**src/rtl/sscu_pkg.sv**
```systemverilog
package sscu_pkg;

   localparam int PathDepthDefault = 1024;
   localparam int CordicStepsDefault = 16;
   localparam int AtanEntries = 24;

   localparam logic [1:0] MODE_APPEND = 2'd0;
   localparam logic [1:0] MODE_STEP = 2'd1;
   localparam logic [1:0] MODE_CLEAR = 2'd2;

   localparam logic [1:0] CSR_GAIN = 2'd0;
   localparam logic [1:0] CSR_OFFSET = 2'd1;
   localparam logic [1:0] CSR_HSCALE = 2'd2;

   localparam logic signed [33:0] CordicInvGain = 34'sd652032874;
   localparam logic signed [33:0] QuarterTurn = 34'sd1073741824;
   localparam logic signed [33:0] HalfTurn = 34'sd2147483648;

   // datapath operation codes
   localparam logic [3:0] OP_NONE = 4'd0;
   localparam logic [3:0] OP_LOAD = 4'd1;
   localparam logic [3:0] OP_SC_ITER = 4'd2;
   localparam logic [3:0] OP_FRONT_MUL = 4'd3;
   localparam logic [3:0] OP_FRONT_ADD = 4'd4;
   localparam logic [3:0] OP_SCAN = 4'd5;
   localparam logic [3:0] OP_CTE_MUL = 4'd6;
   localparam logic [3:0] OP_CTE_SUB = 4'd7;
   localparam logic [3:0] OP_TGT = 4'd8;
   localparam logic [3:0] OP_AT_MUL = 4'd9;
   localparam logic [3:0] OP_AT_INIT = 4'd10;
   localparam logic [3:0] OP_AT_ITER = 4'd11;
   localparam logic [3:0] OP_FINISH = 4'd12;

   typedef struct packed {
      logic [3:0] op;
      logic       first;
   } cmd_type;

   typedef struct packed {
      logic scan_done;
      logic iter_done;
      logic rd_valid;
   } status_type;

   function automatic logic signed [33:0] atan_entry(input logic [4:0] i);
      logic signed [33:0] r;
      case (i)
         5'd0: r = 34'sd536870912;
         5'd1: r = 34'sd316933406;
         5'd2: r = 34'sd167458907;
         5'd3: r = 34'sd85004756;
         5'd4: r = 34'sd42667331;
         5'd5: r = 34'sd21354465;
         5'd6: r = 34'sd10679838;
         5'd7: r = 34'sd5340245;
         5'd8: r = 34'sd2670163;
         5'd9: r = 34'sd1335087;
         5'd10: r = 34'sd667544;
         5'd11: r = 34'sd333772;
         5'd12: r = 34'sd166886;
         5'd13: r = 34'sd83443;
         5'd14: r = 34'sd41722;
         5'd15: r = 34'sd20861;
         5'd16: r = 34'sd10430;
         5'd17: r = 34'sd5215;
         5'd18: r = 34'sd2608;
         5'd19: r = 34'sd1304;
         5'd20: r = 34'sd652;
         5'd21: r = 34'sd326;
         5'd22: r = 34'sd163;
         5'd23: r = 34'sd81;
         default: r = 34'sd0;
      endcase
      return r;
   endfunction

endpackage

```
**src/rtl/sscu_ctrl.sv**
```systemverilog
module sscu_ctrl import sscu_pkg::*; (
   input  logic       clock,
   input  logic       reset,
   input  logic       start,
   output cmd_type    cmd,
   input  status_type status,
   output logic       busy
);

   localparam logic [3:0] S_IDLE = 4'd0;
   localparam logic [3:0] S_LOAD = 4'd1;
   localparam logic [3:0] S_SC = 4'd2;
   localparam logic [3:0] S_FMUL = 4'd3;
   localparam logic [3:0] S_FADD = 4'd4;
   localparam logic [3:0] S_SCAN = 4'd5;
   localparam logic [3:0] S_CMUL = 4'd6;
   localparam logic [3:0] S_CSUB = 4'd7;
   localparam logic [3:0] S_TGT = 4'd8;
   localparam logic [3:0] S_AMUL = 4'd9;
   localparam logic [3:0] S_AINIT = 4'd10;
   localparam logic [3:0] S_AT = 4'd11;
   localparam logic [3:0] S_FIN = 4'd12;

   logic [3:0] state_ff, state_in;
   logic       first_ff, first_in;

   // sequencing of one control step
   always_comb begin
      state_in = state_ff;
      first_in = 1'b0;
      cmd.op = OP_NONE;
      cmd.first = first_ff;
      unique case (state_ff)
         S_IDLE: if (start) state_in = S_LOAD;
         S_LOAD: begin
            cmd.op = OP_LOAD;
            state_in = S_SC;
         end
         S_SC: begin
            cmd.op = OP_SC_ITER;
            if (status.iter_done) state_in = S_FMUL;
         end
         S_FMUL: begin
            cmd.op = OP_FRONT_MUL;
            state_in = S_FADD;
         end
         S_FADD: begin
            cmd.op = OP_FRONT_ADD;
            state_in = S_SCAN;
            first_in = 1'b1;
         end
         S_SCAN: begin
            cmd.op = OP_SCAN;
            if (status.scan_done) state_in = S_CMUL;
         end
         S_CMUL: begin
            cmd.op = OP_CTE_MUL;
            state_in = S_CSUB;
         end
         S_CSUB: begin
            cmd.op = OP_CTE_SUB;
            state_in = S_TGT;
         end
         S_TGT: begin
            cmd.op = OP_TGT;
            state_in = S_AMUL;
         end
         S_AMUL: begin
            cmd.op = OP_AT_MUL;
            state_in = S_AINIT;
         end
         S_AINIT: begin
            cmd.op = OP_AT_INIT;
            state_in = S_AT;
         end
         S_AT: begin
            cmd.op = OP_AT_ITER;
            if (status.iter_done) state_in = S_FIN;
         end
         S_FIN: begin
            cmd.op = OP_FINISH;
            state_in = S_IDLE;
         end
         default: state_in = S_IDLE;
      endcase
   end

   always_ff @(posedge clock) begin
      if (reset) begin
         state_ff <= S_IDLE;
         first_ff <= 1'b0;
      end else begin
         state_ff <= state_in;
         first_ff <= first_in;
      end
   end

   assign busy = (state_ff != S_IDLE);

`ifndef SYNTH
   a_start_idle: assert property (@(posedge clock) disable iff (reset)
      (state_ff == S_IDLE && start) |=> (state_ff == S_LOAD))
      else $error("start not taken");
   a_fin_idle: assert property (@(posedge clock) disable iff (reset)
      (state_ff == S_FIN) |=> (state_ff == S_IDLE))
      else $error("finish not followed by idle");
   a_scan_first: assert property (@(posedge clock) disable iff (reset)
      (state_ff == S_FADD) |=> (state_ff == S_SCAN && first_ff))
      else $error("scan entered without first flag");
`endif

endmodule

```
**config.mk**
```make
export PLATFORM = sky130hd
export DESIGN_NAME = sscu_ctrl
export DESIGN_NICKNAME = d
export VERILOG_FILES = /design/src/rtl/sscu_pkg.sv /design/src/rtl/sscu_ctrl.sv
export SDC_FILE = /design/constraint.sdc
export NUM_CORES = 1
export LEC_CHECK = 0
export BUFFER_PORTS_ARGS = -buffer_cell sky130_fd_sc_hd__buf_4
export CAP_MARGIN = 20
export CORE_AREA = 2 2 39 41
export CTS_CLUSTER_SIZE = 10
export DETAILED_ROUTE_END_ITERATION = 10
export DIE_AREA = 0 0 41 43
export PLACE_DENSITY = 0.51
export SETUP_SLACK_MARGIN = 0.05
export SYNTH_ARGS = -nofsm -noshare
export SYNTH_HDL_FRONTEND = slang
export SYNTH_SLANG_ARGS = --single-unit
```
**constraint.sdc**
```tcl
create_clock -name clock -period 1.5 [get_ports clock]
set_input_delay 0.3 -clock clock [delete_from_list [all_inputs] [get_ports clock]]
set_output_delay 0.3 -clock clock [all_outputs]
set_load 0.005 [all_outputs]
```
---- Word-level counts from Yosys, hierarchy flattened ----
Index checks and enable logic that the tools add are counted.
word-level totals
  logic and storage cells ................. 28
  bits in registers ....................... 5
operators by class
  muxes and demuxes ....................... 7
  reductions and logical operators ........ 3
  eq/ne operators ......................... 16
operators with widths
  cell                  number
  $pmux W4 S12          2
  $eq A4 B4 Y1 const B  5
  $eq A4 B3 Y1 const B  4
  $mux W4               4
  $eq A4 B2 Y1 const B  2
  $ne A2 B2 Y1 const B  4
  $eq A4 B1 Y1 const B  1
  $logic_not A4 Y1      1
  $reduce_and A4 Y1     1
  $reduce_bool A4 Y1    1
  $mux W1               1

---- Longest topological paths before layout ----
Gate-level depths: netlist (run 1).
  depth in word-level cells ............... 3
  depth in mapped cells ................... 4
  mapped depth without buffers ............ 3

---- Worst setup path after synthesis (run 1) ----
Ideal clock, no wire load.
  path kind ............................... reg2reg
  start point ............................. register state_ff[0]
  end point ............................... register state_ff[0]
  slack ................................... 285 ps
  buffers on the path ..................... 0
  data arrival time ....................... 1090 ps
  stages on the path, launching flop included .. 4
  clock period less this slack ............ 1215 ps
  cell sequence ........................... dfxtp_1 -> or4_4 -> o211ai_2 -> o32ai_1
between the ends
  cells in the longest elaborated chain, start to end .. 3
  elaborated cells between the ends (all ways) .. 18
  those cells by class .................... 15 x eq/ne; 1 x mux; 2 x reduce/logical
RTL lines
  element                               RTL line         text
  start, declared                       sscu_ctrl.sv:24  logic [3:0] state_ff, state_in;
  start signal, assigned                sscu_ctrl.sv:93  state_ff <= state_in;
  $eq A4 B3 Y1 (tied with other cells)  sscu_ctrl.sv:33  unique case (state_ff)
  $ne A2 B2 Y1 (no line)                --
  $reduce_and A4 Y1 (no line)           --
Several ways; a longest one is shown, not always the timed one.
A chain may end at the register's enable or synchronous reset.

---- Final worst setup path (run 1) ----
  start point ............................. register state_ff[0]
  end point ............................... output busy
between the ends
  cells in the longest elaborated chain, start to end .. 1
RTL lines
  element             RTL line         text
  $reduce_bool A4 Y1  sscu_ctrl.sv:98  assign busy = (state_ff != S_IDLE);
  end, declared       sscu_ctrl.sv:7   output logic busy
Every way passes these cells.

==> results of run 1 <==
==> metal layers <==
metal  vias up  track usage [%]
met5         -                0
met4         0             4.00
met3         0             7.85
met2        10             15.3
met1       159             11.3
li1        166                -
==> through the flow <==
stage               cell area [um^2]  power (W)  utilization (%)
CTS                              459   0.000440             33.2
finish                           492   0.000438             35.5
global placement                 395   0.000250             28.6
global route                     492   0.000474             35.5
detailed placement               395   0.000250             28.6
floorplan                        309   0.000209                -
==> state kept, by name, indices dropped and copies added (netlist names) <==
signal and count:
state_ff 4, first_ff 1
==> cell families (layout without fill, tap and decap cells) <==
| logic type | count (synthesis) | in the layout | synth area share [%] |
|---|---|---|---|
| AND/OR/NAND/NOR | 15 | 15 | 31.6 |
| AO/OA/AOI/OAI | 11 | 11 | 25.9 |
| flip-flops | 5 | 5 | 32.4 |
| buffers and inverters | 5 | 23 | 10.1 |
==> Yosys cell counts <==
cell type / n / area share, %
or4bb_1: 1 / 3.6
a211o_1: 1 / 2.8
and2_1: 1 / 2.0
nor2b_1: 1 / 2.0
nand2b_1: 1 / 2.0
nor4b_1: 1 / 2.8
or4_4: 1 / 3.6
a21boi_1: 2 / 4.9
nand3_1: 1 / 1.6
a311o_1: 1 / 3.2
or2_1: 1 / 2.0
o32ai_1: 1 / 2.8
nor4bb_1: 1 / 3.2
buf_6: 1 / 3.6
buf_4: 1 / 2.4
a21oi_1: 5 / 8.1
o211ai_2: 1 / 4.0
nand2_1: 3 / 3.6
dfxtp_1: 5 / 32
nor3b_1: 1 / 2.4
buf_2: 1 / 1.6
inv_1: 2 / 2.4
nor2_1: 2 / 2.4
==> layout make-up <==
class                           count  area [um^2]  area share, %
Inverter                            2         7.51           1.53
Sequential cell                     5          111           22.6
Tap cell                           16         20.0           4.07
Multi-Input combinational cell     26          188           38.2
Timing Repair Buffer               17          139           28.2
Clock buffer                        4         26.3           5.34
==> cells in the final DEF, fill, tap and decap left out, drive strengths merged, types with 2 or more instances in the layout <==
cell type   n
dfxtp       5
a21boi      2
a21oi       5
clkbuf      4
nor2        2
nand2       3
inv         2
buf        17
==> power by group through the flow <==
stage	clock [W]	combinational, W	sequential [W]
after CTS	0.000168	0.000118	0.000154
after floorplan	0	0.0000550	0.000154
after detailed placement	0	0.0000915	0.000159
after global routing	0.000180	0.000140	0.000154
final	0.000158	0.000128	0.000153
after global placement	0	0.0000911	0.000159
==> worst reg2reg max path, stage by stage (launching register included) <==
cell and delay (ns):
dfxtp_4 0.36, buf_4 0.14, or4bb_1 0.51, o211ai_2 0.11, o32ai_1 0.09
==> worst max path at each step <==
stage / start / end / slack (ns) / cells after the start
2_1_floorplan: state_ff[0] / state_ff[0] / 0.29 / 3
3_3_place_gp: state_ff[2] / busy / 0.16 / 2
3_5_place_dp: state_ff[2] / busy / 0.15 / 2
4_1_cts: state_ff[2] / busy / -0.06 / 2
5_1_grt: state_ff[2] / busy / -0.1 / 2
6_report: state_ff[0] / busy / -0.05 / 2
==> timing repair <==
item	4_1_cts	5_1_grt
endpoints found under the setup margin	3	4
endpoints found under the hold margin	0	0
gates cloned	0	0
gates resized for setup	7	5
pin swaps	0	1
setup buffers	3	2
==> results.py, run 1 <==
metrics = {
    "run_status": {
        "run_status": "finished with violations",
        "violations": "setup timing",
    },
    "die": {
        "floorplan.io_pins": 12,
        "dieHeight_um": 43,
        "floorplan.die.width_um": 41,
        "core_um2": 1380,
        "floorplan.die_area_um2": 1760,
        "placement_rows": 14,
        "starting_density_of_the_core_pct": 22.3,
    },
    "sta": {
        "layout_setup_ws_ns": -0.0455,
        "final_min_period_over_clock_period_pct": 103,
        "max_freq_ghz": 0.647,
        "timing_worst_slew_pin_value_ns": 0.275,
        "final_hold_viol_count": 0,
        "finClkSkew_ns": 0.00540,
        "final-max-slew-violation-count": 0,
        "finalSetupViolations": 1,
        "final_period_minus_worst_setup_slack_ns": 1.55,
        "setup-tns-final_ns": -0.0455,
        "fin_hold_ws_ns": 0.265,
        "slew-limit-headroom_pct": 81.7,
        "grt_setup_unrepaired": "true",
    },
    "min_path": {
        "timing.hold.worst.start": "reset",
        "whs_endpoint": "state_ff[3]",
        "hold-path-cell-count": 2,
        "hold_class": "in2reg",
    },
    "critical_path": {
        "worst-endpoint-required_ns": 1.20,
        "top_delay_family_on_crit_path": "simple AND/OR/NAND/NOR gates",
        "critical_path.n_buffers_inverters": 1,
        "ff2ff_path_depth": 4,
        "crit-reg2reg-capture": "state_ff[0]",
        "worst-r2r-setup-slack_ns": 0.18,
        "r2r-start": "state_ff[1]",
        "critPathKind": "reg2out",
        "worst_setup_path_end_kind": "primary output",
        "cp_slowest_cell": "or4_4",
        "worst_setup_path_start_kind": "register",
        "critical_path.max_stage_delay_ns": 0.52,
        "critical_path_arrival_ns": 1.25,
        "crit_path_cell_trace": "or4_4 > buf_6",
        "timing.critical_path.fanout_max": 4,
    },
    "pwr": {
        "power.share.clock_pct": 36.0,
        "intPower_w": 0.000321,
        "leakagePower_nw": 0.208,
        "p_sw_share_pct": 26.7,
        "power-per-cell-area_nw_per_um2": 892,
        "switching_power_w": 0.000117,
        "pwr-share-comb_pct": 29.2,
        "maximum_vdd_ir_drop_mv": 0.415,
        "seq_power_share_pct": 34.8,
    },
    "yosys": {
        "synthesis.instances": 36,
        "ys.warnings.count": 0,
        "ys_seq_elements": 5,
        "yosysSeqAreaShare_pct": 32.4,
        "mappedNetlistArea_um2": 309,
        "post_synth.cell_area_avg_um2": 8.58,
        "synth.distinct_cells": 23,
        "synth_fp_nets": 42,
    },
    "placed_design": {
        "port-buffer-count": 10,
        "detailedPlacementHpwl_um": 541,
        "placed_cells": 61,
        "dp_slack_ns": 0.153,
        "gpl.final_weighted_congestion": 0.820,
    },
    "clocking": {
        "cts_tree": "yes",
        "max-clock-path-buffers": 2,
        "cts.root.buffer_cell": "clkbuf_4",
        "clk_latency_worst_skew_pair_ns": 0.24,
        "path_clk_slew_ns": 0.05,
        "number_of_buffers_inserted_during_clock_tree_synthesis": 3,
        "numClockSinks": 5,
        "cts_hold_repair.buffers": 0,
        "cts-htree-levels": 1,
    },
    "grt": {
        "grt_max_degree": 11,
        "global_route_wire_length_before_repair_um": 1170,
        "gr-usage-all-layers_pct": 10.5,
        "grt_pass1_vias": 306,
        "grt.overflow.total": 0,
        "grt_antenna_before_repair": 0,
    },
    "route": {
        "avg_wl_per_cell_um": 11.5,
        "route.final.wire_length_um": 802,
        "drt_pass1_iterations": 4,
        "highest-signal-layer": "met3",
        "met3_wirelength_um": 56,
        "final_antenna_net_count": 0,
        "detail_route.wirelength.met1_um": 347,
        "met2_wirelength_um": 398,
        "drcViolationCount": 0,
        "detail_route.vias_per_cell": 4.79,
        "detailroute.via_count": 335,
        "initialDrtViolationCount": 7,
    },
    "final_layout": {
        "net_count_final": 61,
        "instances_no_fill": 70,
        "fillCellCount": 149,
        "synthToLayoutAreaGrowth_pct": 59.1,
        "fraction_of_layout_cells_with_a_size_suffix_above_1_pct": 51.9,
        "antenna_cells_inserted": 0,
    },
    "flow_run": {
        "cap_viol_max_count": 0,
    },
}
Note: power is estimated with default switching activity, not from simulation.
==> inputs of run 2 (changes only) <==
RECOVER_POWER = 50   (was unset)
==> run 2 against run 1 <==
- sequential share of layout area unchanged
- critical path type unchanged
- via count is the same
- die area is the same
- the flow still finishes with violations (setup timing)
==> results.py, run 2 (same netlist as run 1, synthesis figures left out) <==
metrics = {
    "sta": {
        "layout_setup_ws_ns": -0.0456,
        "final_min_period_over_clock_period_pct": 103,
        "setup-tns-final_ns": -0.0456,
        "max_freq_ghz": 0.647,
        "finalSetupViolations": 1,
        "finClkSkew_ns": 0.00546,
        "final-max-slew-violation-count": 0,
        "final_hold_viol_count": 0,
        "timing_worst_slew_pin_value_ns": 0.275,
        "grt_setup_unrepaired": "true",
        "final_period_minus_worst_setup_slack_ns": 1.55,
        "slew-limit-headroom_pct": 81.7,
    },
    "route": {
        "detailroute.via_count": 335,
        "initialDrtViolationCount": 7,
        "drt_pass1_iterations": 4,
        "drcViolationCount": 0,
        "route.final.wire_length_um": 801,
        "final_antenna_net_count": 0,
        "detail_route.vias_per_cell": 4.79,
        "avg_wl_per_cell_um": 11.4,
    },
    "critical_path": {
        "r2r-start": "state_ff[1]",
        "worst_setup_path_start_kind": "register",
        "crit_path_cell_trace": "or4_4 > buf_6",
        "worst-endpoint-required_ns": 1.20,
        "critical_path_arrival_ns": 1.25,
        "ff2ff_path_depth": 4,
        "critical_path.max_stage_delay_ns": 0.52,
        "critical_path.n_buffers_inverters": 1,
        "critPathKind": "reg2out",
        "crit-reg2reg-capture": "state_ff[0]",
        "worst_setup_path_end_kind": "primary output",
        "top_delay_family_on_crit_path": "simple AND/OR/NAND/NOR gates",
        "timing.critical_path.fanout_max": 4,
        "cp_slowest_cell": "or4_4",
        "worst-r2r-setup-slack_ns": 0.18,
    },
    "min_path": {
        "timing.hold.worst.start": "reset",
        "hold-path-cell-count": 2,
        "whs_endpoint": "state_ff[3]",
        "hold_class": "in2reg",
    },
    "clocking": {
        "cts_hold_repair.buffers": 0,
        "cts.root.buffer_cell": "clkbuf_4",
        "path_clk_slew_ns": 0.05,
        "cts_tree": "yes",
        "clk_latency_worst_skew_pair_ns": 0.24,
        "numClockSinks": 5,
        "cts-htree-levels": 1,
        "max-clock-path-buffers": 2,
        "number_of_buffers_inserted_during_clock_tree_synthesis": 3,
    },
    "grt": {
        "grt_max_degree": 11,
        "grt.overflow.total": 0,
        "grt_antenna_before_repair": 0,
        "global_route_wire_length_before_repair_um": 1170,
        "gr-usage-all-layers_pct": 10.5,
        "grt_pass1_vias": 306,
    },
    "final_layout": {
        "register_with_the_most_flip_flops": "state_ff",
        "most_common_cell_after_layout_fill_and_taps_aside": "buf_4",
        "reg_top3": "state_ff x4, first_ff x1",
        "synthToLayoutAreaGrowth_pct": 59.1,
        "layout.cells.most_common_list": "buf_4 (13), a21oi_1 (5), clkbuf_4 (4)",
        "largest_register_ffs": 4,
        "post-route-cell-area_um2": 492,
        "net_count_final": 61,
        "fillCellCount": 149,
        "final_core_util_pct": 35.5,
        "antenna_cells_inserted": 0,
        "fraction_of_layout_cells_with_a_size_suffix_above_1_pct": 51.9,
    },
    "placed_design": {
        "detailedPlacementHpwl_um": 541,
        "port-buffer-count": 10,
        "gpl.final_weighted_congestion": 0.820,
        "placed_area_um2": 395,
    },
    "die": {
        "floorplan.io_pins": 12,
        "starting_density_of_the_core_pct": 22.3,
        "placement_rows": 14,
        "core_um2": 1380,
        "dieHeight_um": 43,
        "floorplan.die_area_um2": 1760,
        "floorplan.die.width_um": 41,
    },
    "pwr": {
        "seq_power_share_pct": 34.8,
        "p_sw_share_pct": 26.7,
        "power_w": 0.000438,
        "pwr-share-comb_pct": 29.2,
        "power.share.clock_pct": 36.0,
        "maximum_vdd_ir_drop_mv": 0.415,
        "power-per-cell-area_nw_per_um2": 892,
        "switching_power_w": 0.000117,
        "leakagePower_nw": 0.208,
        "intPower_w": 0.000321,
    },
    "flow_run": {
        "cap_viol_max_count": 0,
    },
    "run_status": {
        "violations": "setup timing",
        "run_status": "finished with violations",
    },
}
run 2: cell types whose count changed in the layout (fill, tap and decap cells not counted):
cell,before,now
clkbuf_4,3,4
buf_4,14,13
run 2: layout make-up:
type,instances,area (um^2),area share (%)
multi-input cells,26,188,38.2
repair buffers,17,139,28.2
flip-flops and latches,5,111,22.6
clock buffers,4,26.3,5.34
well taps,16,20.0,4.07
inverters,2,7.51,1.53
run 2: power by group through the flow:
stage	logic, W	clock network (W)	registers [W]
after floorplan	0.0000550	0	0.000154
after global placement	0.0000911	0	0.000159
after detailed placement	0.0000915	0	0.000159
after CTS	0.000118	0.000168	0.000154
after global routing	0.000140	0.000180	0.000154
final	0.000128	0.000158	0.000153
run 2: per-layer routing:
layer	part of all wire (%)	vias to the layer above	GRT usage, %
met5	0	-	0
met4	0	0	4.00
met3	7.0	0	7.85
met2	50	10	15.3
met1	43	159	11.3
li1	-	166	-
run 2: worst max path at each step:
stage / start / endpoint / slack, ns / cells past startpoint
2_1_floorplan: state_ff[0] / state_ff[0] / 0.29 / 3
3_3_place_gp: state_ff[2] / busy / 0.16 / 2
3_5_place_dp: state_ff[2] / busy / 0.15 / 2
4_1_cts: state_ff[2] / busy / -0.06 / 2
5_1_grt: state_ff[2] / busy / -0.1 / 2
6_report: state_ff[0] / busy / -0.05 / 2
run 2: stage by stage:
stage | hold slack [ns] | setup WS (ns) | instances
after floorplan | 0.369 | 0.285 | 36
after global placement | 0.516 | 0.156 | 61
after detailed placement | 0.519 | 0.153 | 61
after CTS | 0.253 | -0.0596 | 68
after global routing | 0.249 | -0.0954 | 70
final | 0.265 | -0.0456 | 70
run 2: worst register-to-register path: cells and delay by family (launching register included):
kind / cells / cell delay [ns]
and+or+nand+nor: 1 / 0.51
DFF: 1 / 0.36
buffers and inverters: 1 / 0.14
AOI/OAI and AO/OA: 2 / 0.20
run 2: what timing repair did:
item,4_1_cts,5_1_grt
resized for setup,7,5
setup buffers,3,2
pin swaps,0,1
endpoints found under the setup margin,3,4
==> inputs of run 3 (changes only) <==
--- a/config.mk
+++ b/config.mk
@@ -9,6 +9,6 @@
 export CAP_MARGIN = 20
-export CORE_AREA = 2 2 39 41
-export CTS_CLUSTER_SIZE = 10
+export CORE_AREA = 5 5 42 44
+export CTS_CLUSTER_SIZE = 30
 export DETAILED_ROUTE_END_ITERATION = 10
-export DIE_AREA = 0 0 41 43
+export DIE_AREA = 0 0 47 49
 export PLACE_DENSITY = 0.51
==> constraint.sdc (replaced) <==
create_clock -name clock -period 1.5 [get_ports clock]
set_input_delay 0.075 -clock clock [delete_from_list [all_inputs] [get_ports clock]]
set_output_delay 0.075 -clock clock [all_outputs]
set_load 0.005 [all_outputs]
==> run 3 against run 2 <==
- the run now ends clean
- utilization fell by 5.4 points
- sequential cell count is the same
- fmax rose by 12%
- power decreased by 7.5%
- hold slack got worse by 0.23 ns
- setup slack better by 0.16 ns
- sequential share of layout area up 1.1 points
- critical endpoint unchanged
- largest power group unchanged
==> results.py, run 3 (same netlist as run 1, synthesis figures left out) <==
metrics = {
    "final_layout": {
        "layout.cells.most_common_list": "buf_4 (10), a21oi_1 (5), clkbuf_4 (5), dfxtp_1 (5), nand2_1 (3)",
        "largest_register_ffs": 4,
        "most_common_cell_after_layout_fill_and_taps_aside": "buf_4",
        "synthToLayoutAreaGrowth_pct": 36.4,
        "net_count_final": 56,
        "register_with_the_most_flip_flops": "state_ff",
        "reg_top3": "state_ff x4, first_ff x1",
        "antenna_cells_inserted": 0,
        "fraction_of_layout_cells_with_a_size_suffix_above_1_pct": 34.7,
    },
    "placed_design": {
        "detailedPlacementHpwl_um": 555,
        "port-buffer-count": 10,
        "gpl.final_weighted_congestion": 0.743,
    },
    "critical_path": {
        "timing.critical_path.fanout_max": 7,
        "worst_setup_path_end_kind": "primary output",
        "cp_slowest_cell": "or4_4",
        "critical_path.max_stage_delay_ns": 0.56,
        "crit_path_cell_trace": "or4_4 > buf_4",
        "critPathKind": "reg2out",
        "critical_path_arrival_ns": 1.31,
        "worst_setup_path_start_kind": "register",
        "critical_path.n_buffers_inverters": 1,
        "worst-endpoint-required_ns": 1.42,
        "top_delay_family_on_crit_path": "simple AND/OR/NAND/NOR gates",
    },
    "grt": {
        "grt.overflow.total": 0,
        "global_route_wire_length_before_repair_um": 1170,
        "grt_max_degree": 11,
        "grt_pass1_vias": 293,
        "gr-usage-all-layers_pct": 7.25,
        "grt_antenna_before_repair": 0,
    },
    "die": {
        "core_um2": 1400,
        "starting_density_of_the_core_pct": 22.1,
        "floorplan.die.width_um": 47,
        "floorplan.die_area_um2": 2300,
        "dieHeight_um": 49,
        "floorplan.io_pins": 12,
        "placement_rows": 14,
    },
    "route": {
        "final_antenna_net_count": 0,
        "route.final.wire_length_um": 724,
        "detailroute.via_count": 308,
        "drt_pass1_iterations": 2,
        "avg_wl_per_cell_um": 11.1,
        "drcViolationCount": 0,
        "detail_route.vias_per_cell": 4.74,
        "initialDrtViolationCount": 4,
    },
    "clocking": {
        "numClockSinks": 5,
        "cts-resized-gates": 0,
        "cts_tree": "yes",
        "path_clk_slew_ns": 0.05,
        "max-clock-path-buffers": 2,
        "cts_hold_repair.buffers": 0,
        "cts.root.buffer_cell": "clkbuf_4",
        "cts-htree-levels": 1,
        "number_of_buffers_inserted_during_clock_tree_synthesis": 3,
        "post-cts-setup-buffers": 0,
        "clk_latency_worst_skew_pair_ns": 0.24,
    },
    "sta": {
        "finalSetupViolations": 0,
        "max_freq_ghz": 0.723,
        "slew-limit-headroom_pct": 82.3,
        "final_period_minus_worst_setup_slack_ns": 1.38,
        "final_hold_viol_count": 0,
        "final-max-slew-violation-count": 0,
        "grt_setup_unrepaired": "false",
        "setup-tns-final_ns": 0,
        "timing_worst_slew_pin_value_ns": 0.265,
        "final_min_period_over_clock_period_pct": 92.2,
        "finClkSkew_ns": 0.00387,
    },
    "pwr": {
        "leakagePower_nw": 0.175,
        "maximum_vdd_ir_drop_mv": 0.248,
        "power_w": 0.000406,
        "power-per-cell-area_nw_per_um2": 962,
    },
    "flow_run": {
        "cap_viol_max_count": 0,
    },
    "min_path": {
        "hold_class": "in2reg",
    },
    "run_status": {
        "run_status": "finished, final reports clean",
    },
}
-- run 3: cell count changes in the layout (fill, tap and decap cells not counted) --
cell      before  now
clkbuf_4       4    5
buf_6          3    0
or2_1          0    1
dfxtp_4        3    0
a21boi_1       0    2
dfxtp_1        2    5
buf_4         13   10
a21boi_2       2    0
or2_4          1    0
-- run 3: metrics by stage --
stage	utilization (%)	worst slack, ns	hold slack, ns	cells	cell area [um^2]
final	30.1	0.117	0.0344	65	422
after global routing	30.1	0.0617	0.0319	65	422
after CTS	30.1	0.0990	0.0229	65	422
after detailed placement	28.2	0.177	0.288	61	395
after global placement	28.2	0.174	0.290	61	395
after floorplan	-	0.285	0.144	36	309
-- run 3: routing by layer --
layer | global-route usage [%] | part of all wire (%) | up-vias
met5 | 0 | 0 | -
met4 | 6.91 | 2.9 | 0
met3 | 2.21 | 6.6 | 2
met2 | 9.05 | 42 | 11
met1 | 9.23 | 48 | 136
li1 | - | - | 159
-- run 3: path summary, 6_finish.rpt --
check	from	end	slack, ns	cells past startpoint
worst min-delay path	reset	state_ff[2]	0.03	2
worst max-delay path	state_ff[2]	busy	0.12	2
worst max register to register	state_ff[2]	state_ff[0]	0.17	3
worst min register to register	state_ff[0]	state_ff[3]	0.56	2
-- run 3: cell type report --
type                       count  area [um^2]
fill                         164          980
multi-input combinational     26          178
sequential                     5          100
timing repair buffer          12         90.1
clock buffer                   4         26.3
tap                           16         20.0
inverter                       2         7.51
-- run 3: where the power goes --
| part | total, W | leakage, nW | switching [W] | internal (W) |
|---|---|---|---|---|
| sequential | 0.000157 | 0.0407 | 0.0000145 | 0.000142 |
| combinational | 0.0000906 | 0.119 | 0.0000363 | 0.0000543 |
| clock | 0.000158 | 0.0150 | 0.0000576 | 0.000101 |
